## src/rtl/core/golay_24_12_codec_top_macros.svh

```systemverilog
// Assertion helpers shared by the codec RTL.
`ifndef GOLAY_24_12_CODEC_TOP_MACROS_SVH
`define GOLAY_24_12_CODEC_TOP_MACROS_SVH

// Same-cycle implication, checked outside reset.
`define GOL_ASSERT_IMP(lbl, clk, rst_n, ante, cons, msg) \
	lbl: assert property (@(posedge clk) disable iff (!rst_n) (ante) |-> (cons)) \
		else $error(msg);

// Next-cycle implication, checked outside reset.
`define GOL_ASSERT_NXT(lbl, clk, rst_n, ante, cons, msg) \
	lbl: assert property (@(posedge clk) disable iff (!rst_n) (ante) |=> (cons)) \
		else $error(msg);

`endif

```

## src/rtl/core/gol_pkg.sv

```systemverilog
package gol_pkg;

	localparam int unsigned DataW = 12;
	localparam int unsigned WordW = 24;
	localparam int unsigned Rows  = 12;

	typedef enum logic {
		MODE_ENC = 1'b0,
		MODE_DEC = 1'b1
	} mode_t;

	// Rows of the parity matrix; data bit 11 selects row 0.
	localparam logic [DataW-1:0] GolB [Rows] = '{
		12'hDC5, 12'hB8B, 12'h717, 12'hE2D, 12'hC5B, 12'h8B7,
		12'h16F, 12'h2DD, 12'h5B9, 12'hB71, 12'h6E3, 12'hFFE
	};

	// Syndrome stage payload. For encode, syn holds the parity.
	typedef struct packed {
		mode_t            mode;
		logic [DataW-1:0] data;
		logic [DataW-1:0] syn;
	} s1_t;

	// First search stage payload. For encode, tval holds the parity.
	typedef struct packed {
		mode_t            mode;
		logic [DataW-1:0] data;
		logic             syn_zero;
		logic             fixed;
		logic [DataW-1:0] edata;
		logic [DataW-1:0] tval;
	} s2_t;

	typedef struct packed {
		logic             uncorrectable;
		logic             corrected;
		logic [WordW-1:0] word_out;
	} res_t;

	function automatic logic [DataW-1:0] mul_b(input logic [DataW-1:0] v);
		logic [DataW-1:0] acc;
		acc = '0;
		for (int i = 0; i < Rows; i++) begin
			if (v[DataW-1-i]) begin
				acc = acc ^ GolB[i];
			end
		end
		return acc;
	endfunction

	function automatic logic [3:0] weight12(input logic [DataW-1:0] v);
		logic [3:0] n;
		n = '0;
		for (int k = 0; k < DataW; k++) begin
			n = n + 4'(v[k]);
		end
		return n;
	endfunction

endpackage

```

## src/rtl/core/golay_24_12_codec_top.sv

```systemverilog
// Extended Golay (24,12,8) encoder and decoder on one stream. Each input
// transaction selects encode or decode in tuser and returns exactly one output
// transaction, in order. The path has three register stages (syndrome, first
// search with the second syndrome product, second search with correction),
// and one transaction per cycle is sustained while the output side keeps
// tready high. Decode corrects any error of up to three bits; a four-bit
// error raises the uncorrectable flag and returns the received data bits
// unchanged.
`include "golay_24_12_codec_top_macros.svh"

module golay_24_12_codec_top (
	input  logic        clk,
	input  logic        arst_n,
	input  logic        s_axis_tvalid,
	output logic        s_axis_tready,
	input  logic [23:0] s_axis_tdata,  // [23:0] word_in
	input  logic [0:0]  s_axis_tuser,  // [0] mode
	output logic        m_axis_tvalid,
	input  logic        m_axis_tready,
	output logic [23:0] m_axis_tdata,  // [23:0] word_out
	output logic [1:0]  m_axis_tuser   // [0] corrected, [1] uncorrectable
);

	logic          v1;
	logic          r1;
	gol_pkg::s1_t  d1;
	logic          v2;
	logic          r2;
	gol_pkg::s2_t  d2;
	gol_pkg::res_t res;

	gol_syn u_syn (
		.clk       (clk),
		.arst_n    (arst_n),
		.in_valid  (s_axis_tvalid),
		.in_ready  (s_axis_tready),
		.mode      (gol_pkg::mode_t'(s_axis_tuser[0])),
		.word_in   (s_axis_tdata),
		.out_valid (v1),
		.out_ready (r1),
		.out_data  (d1)
	);

	gol_srch u_srch (
		.clk       (clk),
		.arst_n    (arst_n),
		.in_valid  (v1),
		.in_ready  (r1),
		.in_data   (d1),
		.out_valid (v2),
		.out_ready (r2),
		.out_data  (d2)
	);

	gol_fix u_fix (
		.clk       (clk),
		.arst_n    (arst_n),
		.in_valid  (v2),
		.in_ready  (r2),
		.in_data   (d2),
		.out_valid (m_axis_tvalid),
		.out_ready (m_axis_tready),
		.out_data  (res)
	);

	assign m_axis_tdata = res.word_out;
	assign m_axis_tuser = {res.uncorrectable, res.corrected};

	// The input side only stalls when every stage is full and the output waits.
	`GOL_ASSERT_IMP(a_full_stall, clk, arst_n, !s_axis_tready, m_axis_tvalid && !m_axis_tready, "input stalled while pipeline has room")
	`GOL_ASSERT_IMP(a_flags_excl, clk, arst_n, m_axis_tvalid, !(m_axis_tuser[0] && m_axis_tuser[1]), "corrected and uncorrectable both set")
	`GOL_ASSERT_IMP(a_dec_upper, clk, arst_n, m_axis_tvalid && (m_axis_tuser[0] || m_axis_tuser[1]), m_axis_tdata[23:12] == 12'd0, "decode result has upper bits set")
	`GOL_ASSERT_NXT(a_stage_fill, clk, arst_n, v2 && r2, m_axis_tvalid, "stage two transaction lost")

endmodule

```

## src/rtl/core/gol_syn.sv

```systemverilog
// Stage 1: parity for encode, first syndrome for decode.
module gol_syn (
	input  logic           clk,
	input  logic           arst_n,
	input  logic           in_valid,
	output logic           in_ready,
	input  gol_pkg::mode_t mode,
	input  logic [23:0]    word_in,
	output logic           out_valid,
	input  logic           out_ready,
	output gol_pkg::s1_t   out_data
);

	logic             vld_s1;
	gol_pkg::s1_t     pay_s1;
	logic [11:0]      data_c;
	logic [11:0]      par_c;

	assign in_ready = !vld_s1 || out_ready;

	always_comb begin
		if (mode == gol_pkg::MODE_DEC) begin
			data_c = word_in[23:12];
			par_c  = word_in[11:0] ^ gol_pkg::mul_b(word_in[23:12]);
		end else begin
			data_c = word_in[11:0];
			par_c  = gol_pkg::mul_b(word_in[11:0]);
		end
	end

	always_ff @(posedge clk or negedge arst_n) begin
		if (!arst_n) begin
			vld_s1 <= 1'b0;
		end else if (in_ready) begin
			vld_s1 <= in_valid;
		end
	end

	always_ff @(posedge clk) begin
		if (in_valid && in_ready) begin
			pay_s1.mode <= mode;
			pay_s1.data <= data_c;
			pay_s1.syn  <= par_c;
		end
	end

	assign out_valid = vld_s1;
	assign out_data  = pay_s1;

endmodule

```

## src/rtl/core/gol_srch.sv

```systemverilog
// Stage 2: error search on the first syndrome and the second syndrome product.
module gol_srch (
	input  logic         clk,
	input  logic         arst_n,
	input  logic         in_valid,
	output logic         in_ready,
	input  gol_pkg::s1_t in_data,
	output logic         out_valid,
	input  logic         out_ready,
	output gol_pkg::s2_t out_data
);

	logic         vld_s2;
	gol_pkg::s2_t pay_s2;
	logic         fixed_c;
	logic [11:0]  edata_c;

	assign in_ready = !vld_s2 || out_ready;

	// Parity-only errors first, then one data bit plus up to two parity bits.
	// Scanning downward leaves the lowest matching row in place.
	always_comb begin
		fixed_c = 1'b0;
		edata_c = '0;
		for (int i = gol_pkg::Rows - 1; i >= 0; i--) begin
			if (gol_pkg::weight12(in_data.syn ^ gol_pkg::GolB[i]) <= 4'd2) begin
				fixed_c = 1'b1;
				edata_c = 12'(1) << (gol_pkg::DataW - 1 - i);
			end
		end
		if (gol_pkg::weight12(in_data.syn) <= 4'd3) begin
			fixed_c = 1'b1;
			edata_c = '0;
		end
	end

	always_ff @(posedge clk or negedge arst_n) begin
		if (!arst_n) begin
			vld_s2 <= 1'b0;
		end else if (in_ready) begin
			vld_s2 <= in_valid;
		end
	end

	always_ff @(posedge clk) begin
		if (in_valid && in_ready) begin
			pay_s2.mode     <= in_data.mode;
			pay_s2.data     <= in_data.data;
			pay_s2.syn_zero <= (in_data.syn == '0);
			pay_s2.fixed    <= fixed_c;
			pay_s2.edata    <= edata_c;
			pay_s2.tval     <= (in_data.mode == gol_pkg::MODE_DEC) ?
				gol_pkg::mul_b(in_data.syn) : in_data.syn;
		end
	end

	assign out_valid = vld_s2;
	assign out_data  = pay_s2;

endmodule

```

## src/rtl/core/gol_fix.sv

```systemverilog
// Stage 3: search on the second syndrome, correction and result register.
module gol_fix (
	input  logic          clk,
	input  logic          arst_n,
	input  logic          in_valid,
	output logic          in_ready,
	input  gol_pkg::s2_t  in_data,
	output logic          out_valid,
	input  logic          out_ready,
	output gol_pkg::res_t out_data
);

	logic          vld_s3;
	gol_pkg::res_t pay_s3;
	gol_pkg::res_t res_c;
	logic          hit_c;
	logic [11:0]   err_c;

	assign in_ready = !vld_s3 || out_ready;

	always_comb begin
		hit_c = 1'b0;
		err_c = '0;
		for (int i = gol_pkg::Rows - 1; i >= 0; i--) begin
			if (gol_pkg::weight12(in_data.tval ^ gol_pkg::GolB[i]) <= 4'd2) begin
				hit_c = 1'b1;
				err_c = in_data.tval ^ gol_pkg::GolB[i];
			end
		end
		if (gol_pkg::weight12(in_data.tval) <= 4'd3) begin
			hit_c = 1'b1;
			err_c = in_data.tval;
		end
	end

	always_comb begin
		res_c = '0;
		if (in_data.mode == gol_pkg::MODE_ENC) begin
			res_c.word_out = {in_data.data, in_data.tval};
		end else if (in_data.syn_zero) begin
			res_c.word_out = {12'd0, in_data.data};
		end else if (in_data.fixed) begin
			res_c.word_out  = {12'd0, in_data.data ^ in_data.edata};
			res_c.corrected = 1'b1;
		end else if (hit_c) begin
			res_c.word_out  = {12'd0, in_data.data ^ err_c};
			res_c.corrected = 1'b1;
		end else begin
			res_c.word_out      = {12'd0, in_data.data};
			res_c.uncorrectable = 1'b1;
		end
	end

	always_ff @(posedge clk or negedge arst_n) begin
		if (!arst_n) begin
			vld_s3 <= 1'b0;
		end else if (in_ready) begin
			vld_s3 <= in_valid;
		end
	end

	always_ff @(posedge clk) begin
		if (in_valid && in_ready) begin
			pay_s3 <= res_c;
		end
	end

	assign out_valid = vld_s3;
	assign out_data  = pay_s3;

endmodule

```

## config.mk

```make
export PLATFORM = sky130hd
export DESIGN_NAME = golay_24_12_codec_top
export DESIGN_NICKNAME = d
export VERILOG_FILES = /design/src/rtl/core/gol_pkg.sv /design/src/rtl/core/golay_24_12_codec_top.sv /design/src/rtl/core/gol_syn.sv /design/src/rtl/core/gol_srch.sv /design/src/rtl/core/gol_fix.sv
export VERILOG_INCLUDE_DIRS = /design/src /design/src/rtl/core
export SDC_FILE = /design/constraint.sdc
export NUM_CORES = 1
export LEC_CHECK = 0
export BUFFER_PORTS_ARGS = -buffer_cell sky130_fd_sc_hd__buf_2
export CORE_UTILIZATION = 55
export CTS_CLUSTER_DIAMETER = 50
export CTS_CLUSTER_SIZE = 8
export DETAILED_ROUTE_END_ITERATION = 10
export PLACE_DENSITY = 0.76
export SLEW_MARGIN = 20
export SYNTH_ARGS = -nofsm -noshare
export SYNTH_HDL_FRONTEND = slang
export SYNTH_HIERARCHICAL = 1
export SYNTH_SLANG_ARGS = --single-unit
```

## constraint.sdc

```tcl
create_clock -name clk -period 5.5 [get_ports clk]
set_input_delay 0.55 -clock clk [delete_from_list [all_inputs] [get_ports clk]]
set_output_delay 0.55 -clock clk [all_outputs]
set_load 0.02 [all_outputs]
```

==> results of run 1 <==
==> cells in the mapped netlist (12+ instances only) <==
cell type	instances
mux2i_1	15
xor2_1	28
a21o_1	13
nand2_1	34
buf_2	16
a21oi_1	44
xnor2_1	106
inv_1	244
o21ai_0	19
nand3_1	16
fa_1	174
and2_1	16
ha_1	105
o211ai_1	12
nor3_1	14
edfxtp_1	90
nor2_1	47
mux2_2	15
nand2b_1	15
nor2b_1	23
clkbuf_1	14
==> final cells by class <==
class / count / area [sq um] / share of cell area
Clock inverter: 7 / 91.3 / 0.00593
Inverter: 244 / 920 / 0.0598
Tap cell: 313 / 392 / 0.0254
Multi-Input combinational cell: 859 / 9590 / 0.623
Sequential cell: 93 / 2780 / 0.180
Timing Repair Buffer: 197 / 1400 / 0.0910
Clock buffer: 9 / 225 / 0.0146
==> through the flow <==
step / setup WS [ns] / util / cell area (sq um) / hold WS, ns
detailed placement: -0.138 / 0.629 / 14400 / 0.351
finish: 0.00794 / 0.672 / 15400 / 0.409
floorplan: 0.124 / - / 13000 / 0.254
CTS: -0.0166 / 0.648 / 14900 / 0.390
global route: -0.168 / 0.672 / 15400 / 0.400
global placement: -0.0463 / 0.629 / 14400 / 0.348
==> worst max path at each step <==
stage	end	slack, ns
floorplan	u_fix/out_data[5]	0.12
global placement	u_fix/out_data[6]	-0.05
detailed placement	u_fix/out_data[6]	-0.14
CTS	u_fix/out_data[6]	-0.02
global route	u_fix/out_data[1]	-0.17
finish	u_fix/out_data[11]	0.008
==> kinds of logic (layout without fill, tap and decap cells) <==
family                   count (synthesis)  after routing  share of synthesized area
buffers and inverters                  279            457                     0.0831
AND/OR/NAND/NOR                        212            212                     0.0902
adder cells (fa/ha/maj)                279            279                      0.368
XOR/XNOR                               146            146                      0.110
flip-flops                              93             93                      0.213
multiplexers                            31             31                     0.0253
AO/OA/AOI/OAI                          190            191                      0.110
==> worst reg2reg max path: cells and delay by family (launching register included) <==
kind	cells	cell delay (ns)
simple gates	1	0.24
flops	1	0.48
fa+ha+maj	6	2.56
compound gates	5	1.18
buf+inv	6	0.78
==> timing repair <==
| action | 4_1_cts | 5_1_grt |
|---|---|---|
| setup buffers | 9 | 19 |
| hold endpoints to repair | 3 | 0 |
| cloned | 0 | 1 |
| gates resized for setup | 19 | 79 |
| endpoints found under the setup margin | 9 | 13 |
| hold buffers | 1 | 0 |
| pin swaps | 8 | 38 |
==> sequential cells by signal, indices dropped and copies added (netlist names) <==
name              count
u_fix/out_valid       1
u_syn/out_data       25
u_srch/out_valid      1
u_syn/out_valid       1
u_fix/out_data       26
u_srch/out_data      39
==> metal layers <==
metal	up-vias	GRT usage	wire (um)
met3	99	0.0342	1680
li1	4422	-	-
met1	4845	0.352	13400
met5	-	0	0
met4	0	0.133	1670
met2	330	0.517	17000
==> summary.txt, run 1 <==
Critical path
  • Worst reg2reg setup slack: 0.008 ns
  • CP startpoint kind: register
  • Reg2reg start: u_srch/out_data[4]
  • Crit path launch: u_srch/out_data[4]
  • CP Data Arrival Time: 5.58 ns
  • Critical path class: reg -> reg
  • Worst path slowest cell: fa_1
  • Worst r2r path cells: 18
  • CP Max Fanout: 7
  • Most used cell, CP: fa_1
  • Max incr delay on CP: 0.56 ns
  • CP Cell Sequence: buf_4 > buf_4 > fa_1 > fa_1 > fa_1 > inv_1 > fa_1 > inv_1 > ha_1 > fa_1 > and3_2 > o21a_4 > buf_4 > o31ai_2 > buf_4 > a2111oi_4 > a221o_1 > a211o_1
  • R2r endpoint: u_fix/out_data[11]
  • Delay-heaviest family, CP: adder cells
  • CP Buf/Inv Count: 6
  • Stages on the worst setup path: 18
  • Critical path required time: 5.59 ns
  • CP endpoint kind: register

Synthesis
  • Number of synthesized flops with an enable pin: 90
  • Synthesized area: 13000 sq um
  • Post-synthesis sequential area ratio: 0.213
  • Syn Inst Count: 1230
  • FF+latch count, synth: 93
  • Post-synth ARST share: 0.0323
  • Largest area contributor in the netlist: fa_1
  • Ys Warns: 6
  • Syn_nets: 1538
  • Post-synth cell types: 94
  • Synth area leaders: fa_1 (27%), edfxtp_1 (21%), ha_1 (10%)
  • Primary FF master, synth: edfxtp_1
  • Synth top area share: 0.267
  • Avg Inst Size Synth: 10.6 sq um

Floorplanning
  • Die width: 156 um
  • Core ar.: ~23000 sq um
  • Rows: 55
  • IO Pins: 57
  • Die Height: 156 um
  • Die Footprint: 24300 sq um
  • Initial Util: 0.569

Timing
  • # setup viols final: 0
  • Slew headroom: 0.404
  • Least-Margin Pin Slew: 0.893 ns
  • Fmax: around 180 MHz
  • Final Hold Viols: 0
  • Slew Viols, Final: 0
  • Period utilization: 0.999
  • Period minus WS final: 5.49 ns
  • RSZ-0062 raised after global routing: yes
  • Setup TNS: 0 ns
  • Post-Route Skew: around 0.013 ns

Clocking
  • CTS tree: built
  • Number of buffers created by CTS: 9
  • H-Tree Depth: 3
  • CTS Sinks: 93
  • Clock root cell: clkbuf_16
  • Worst skew pair latency: 0.35 ns
  • Maximum root-to-sink buffer count: 2
  • CTS clock-pin slew for the worst setup and hold paths: roughly 0.070 ns

Detailed routing
  • Avg WL per Cell: 19.6 um
  • Drt first pass iters: 5
  • Final ANT Viol Nets: 0
  • DR iter-0 viols: 631
  • DRC viols: 0
  • Vias per Instance: 5.63
  • Routed vias: a little under 10000
  • DRT Wirelength: approximately 34 mm

GRT
  • Largest net degree at the start of global routing: 40
  • Total track usage: 0.291
  • Overflow after GRT: 0
  • Initial antenna violation count: 0
  • First-pass GRT wire length: 53.4 mm
  • Vias in the first global route: 10300

Worst hold path
  • Hold Path Origin: s_axis_tvalid
  • Hold Crit Endpoint: u_syn/out_valid
  • WHS Path Cells: 2
  • Min-delay worst type: in -> reg

Layout
  • Area Overhead vs Synth: 18.1%
  • Post-route insts no fill: between 1500 and 2000
  • # diodes: 0
  • Most frequent cells in the layout: inv_1 (234), fa_1 (170), buf_4 (129)
  • Nets: 1712
  • Fillcell total: 1761
  • Commonest non-fill, non-tap cell in the layout: inv_1
  • Layout cells sized above 1: 0.240

Place
  • Dpl hpwl: 27.3 mm
  • Final estimated routing congestion in global placement: 0.982
  • IO buf count: 56
  • Post-Place Cells: 1679

Job
  • Max-cap violations: 0

Status
  • Status: complete, no violations
Power of run 1 is left out: the tool's default activity adds up to more than one toggle a clock period on the data nets, which glitch-free logic cannot reach.
==> inputs of run 2 (changes only) <==
--- a/config.mk
+++ b/config.mk
@@ -7,11 +7,11 @@
 export NUM_CORES = 1
 export LEC_CHECK = 0
 export BUFFER_PORTS_ARGS = -buffer_cell sky130_fd_sc_hd__buf_2
-export CORE_UTILIZATION = 55
+export CORE_UTILIZATION = 30
 export CTS_CLUSTER_DIAMETER = 50
 export CTS_CLUSTER_SIZE = 8
 export DETAILED_ROUTE_END_ITERATION = 10
-export PLACE_DENSITY = 0.76
+export PLACE_DENSITY = 0.47
 export SLEW_MARGIN = 20
 export SYNTH_ARGS = -nofsm -noshare
 export SYNTH_HDL_FRONTEND = slang
==> summary.txt, run 2 (synthesis results as in run 1) <==
Floorplanning
  • Rows: 75 (was 55)
  • Die Height: 210 um (was 156 um)
  • Core ar.: 42400 sq um (was 22900 sq um)
  • IO Pins: 57 (unchanged)
  • Initial Util: 0.307 (was 0.569)
  • Die width: 210 um (was 156 um)
  • Die Footprint: 44300 sq um (was 24300 sq um)

Timing
  • Least-Margin Pin Slew: 0.915 ns (was 0.893 ns)
  • # setup viols final: 0 (unchanged)
  • Period minus WS final: 5.42 ns (was 5.49 ns)
  • Post-Route Skew: 0.0132 ns (was 0.0130 ns)
  • Fmax: 185 MHz (was 182 MHz)
  • Slew Viols, Final: 0 (unchanged)
  • Slew headroom: 0.390 (was 0.404)
  • Final Hold Viols: 0 (unchanged)
  • Period utilization: 0.985 (was 0.999)
  • RSZ-0062 raised after global routing: yes (unchanged)
  • WHS: 0.393 ns (was 0.409 ns)

GRT
  • Initial antenna violation count: 0 (unchanged)
  • Largest net degree at the start of global routing: 43 (was 40)
  • Overflow after GRT: 0 (unchanged)
  • First-pass GRT wire length: 56.2 mm (was 53.4 mm)
  • Vias in the first global route: 9670 (was 10300)
  • Total track usage: 0.167 (was 0.291)

Clocking
  • Clock root cell: clkbuf_16 (unchanged)
  • CTS Sinks: 93 (unchanged)
  • CTS tree: built (unchanged)
  • CTS clock-pin slew for the worst setup and hold paths: 0.07 ns (about the same)
  • Maximum root-to-sink buffer count: 2 (unchanged)
  • H-Tree Depth: 3 (unchanged)
  • Number of buffers created by CTS: 9 (unchanged)
  • Worst skew pair latency: 0.36 ns (was 0.35 ns)

Layout
  • Nets: 1735 (was 1712)
  • Fillcell total: 4341 (was 1761)
  • Area Overhead vs Synth: 22.6% (was 18.1%)
  • Most frequent cells in the layout: inv_1 (231), fa_1 (169), buf_4 (146) (was inv_1 (234), fa_1 (170), buf_4 (129))
  • Commonest non-fill, non-tap cell in the layout: inv_1 (unchanged)
  • Layout cells sized above 1: 0.264 (was 0.240)
  • # diodes: 0 (unchanged)
  • Multi-input gate area in the final layout: 9650 sq um (was 9590 sq um)
  • Max FFs per register: 39 (unchanged)
  • FF/Latch Area: 2780 sq um (unchanged)

Critical path
  • CP startpoint kind: register (unchanged)
  • Max incr delay on CP: 0.56 ns (about the same)
  • CP Data Arrival Time: 5.51 ns (was 5.58 ns)
  • Critical path class: reg -> reg (unchanged)
  • Delay-heaviest family, CP: adder cells (unchanged)
  • Reg2reg start: u_srch/out_data[2] (was u_srch/out_data[4])
  • CP Cell Sequence: buf_4 > fa_1 > inv_2 > fa_1 > inv_1 > fa_1 > inv_1 > fa_1 > inv_2 > ha_4 > fa_2 > and3b_2 > o211ai_4 > buf_4 > buf_4 > o211ai_1 > a21oi_1 > o311ai_2 > buf_4 > mux2i_1 > a211o_1 (was buf_4 > buf_4 > fa_1 > fa_1 > fa_1 > inv_1 > fa_1 > inv_1 > ha_1 > fa_1 > and3_2 > o21a_4 > buf_4 > o31ai_2 > buf_4 > a2111oi_4 > a221o_1 > a211o_1)
  • CP Buf/Inv Count: 8 (was 6)
  • Worst reg2reg setup slack: 0.08 ns (was 0.008 ns)
  • Worst r2r path cells: 21 (was 18)
  • R2r endpoint: u_fix/out_data[4] (was u_fix/out_data[11])
  • Critical path required time: 5.60 ns (was 5.59 ns)
  • CP Max Fanout: 5 (was 7)
  • CP endpoint kind: register (unchanged)
  • Worst path slowest cell: fa_1 (unchanged)

Detailed routing
  • DRT Wirelength: 36.2 mm (was 33.8 mm)
  • Drt first pass iters: 5 (unchanged)
  • Avg WL per Cell: 18.0 um (was 19.6 um)
  • DR iter-0 viols: 403 (was 631)
  • Routed vias: 9335 (was 9696)
  • Vias per Instance: 4.65 (was 5.63)
  • Final ANT Viol Nets: 0 (unchanged)
  • DRC viols: 0 (unchanged)

Worst hold path
  • Hold Crit Endpoint: u_syn/out_valid (unchanged)
  • WHS Path Cells: 2 (unchanged)
  • Min-delay worst type: in -> reg (unchanged)
  • Hold Path Origin: s_axis_tvalid (unchanged)

Place
  • Final estimated routing congestion in global placement: 0.864 (was 0.982)
  • Dpl hpwl: 29.5 mm (was 27.3 mm)
  • IO buf count: 56 (unchanged)

Job
  • Max-cap violations: 0 (unchanged)

Status
  • Status: complete, no violations (unchanged)
[run 2: metrics by stage]
| stage | utilization | area (sq um) | setup WS, ns | setup TNS, ns | instances |
|---|---|---|---|---|---|
| 2_1_floorplan | - | 13000 | 0.124 | 0 | 1230 |
| 3_3_place_gp | 0.350 | 14800 | -0.384 | -0.651 | 1954 |
| 3_5_place_dp | 0.350 | 14800 | -0.253 | -0.417 | 1954 |
| 4_1_cts | 0.359 | 15200 | 0.00264 | 0 | 1972 |
| 5_1_grt | 0.377 | 16000 | -0.0859 | -0.395 | 2009 |
| 6_report | 0.377 | 16000 | 0.0805 | 0 | 2009 |
[run 2: how the worst max path moves through the flow]
stage | startpoint | end | slack (ns) | cells after the start
after floorplan | u_srch/out_data[3] | u_fix/out_data[5] | 0.12 | 20
after global placement | u_srch/out_data[6] | u_fix/out_data[9] | -0.38 | 18
after detailed placement | u_srch/out_data[6] | u_fix/out_data[9] | -0.25 | 18
after CTS | u_srch/out_data[3] | u_fix/out_data[10] | 0.003 | 21
after global routing | u_srch/out_data[6] | u_fix/out_data[5] | -0.09 | 19
final | u_srch/out_data[2] | u_fix/out_data[4] | 0.08 | 21
[run 2: final cells by class]
cell class / count / area share
clock inverter: 7 / 0.00470
clock buffer: 9 / 0.0141
inverter: 244 / 0.0577
sequential: 93 / 0.174
timing repair buffer: 220 / 0.100
multi-input combinational: 859 / 0.604
tap: 577 / 0.0452
[run 2: worst register-to-register path, cell delays in order (launching register included)]
cell and delay (ns):
edfxtp_1 0.42, buf_4 0.16, fa_1 0.56, inv_2 0.04, fa_1 0.49, inv_1 0.05, fa_1 0.47, inv_1 0.05
fa_1 0.50, inv_2 0.05, ha_4 0.16, fa_2 0.37, and3b_2 0.23, o211ai_4 0.33, buf_4 0.18, buf_4 0.13
o211ai_1 0.09, a21oi_1 0.19, o311ai_2 0.16, buf_4 0.17, mux2i_1 0.11, a211o_1 0.28
[run 2: per-layer routing]
metal | GRT usage | part of all wire
met4 | 0.0337 | 0.014
met2 | 0.293 | 0.50
met3 | 0.0186 | 0.033
met1 | 0.222 | 0.45
met5 | 0 | 0
[run 2: what timing repair did]
| item | in CTS | in global routing |
|---|---|---|
| hold buffers | 1 | 0 |
| cloned | 0 | 1 |
| setup endpoints to repair | 5 | 13 |
| pin swaps | 0 | 56 |
| hold endpoints to repair | 3 | 0 |
| gates resized for setup | 15 | 115 |
| buffers inserted | 1 | 35 |
Power of run 2 is left out for the same reason.
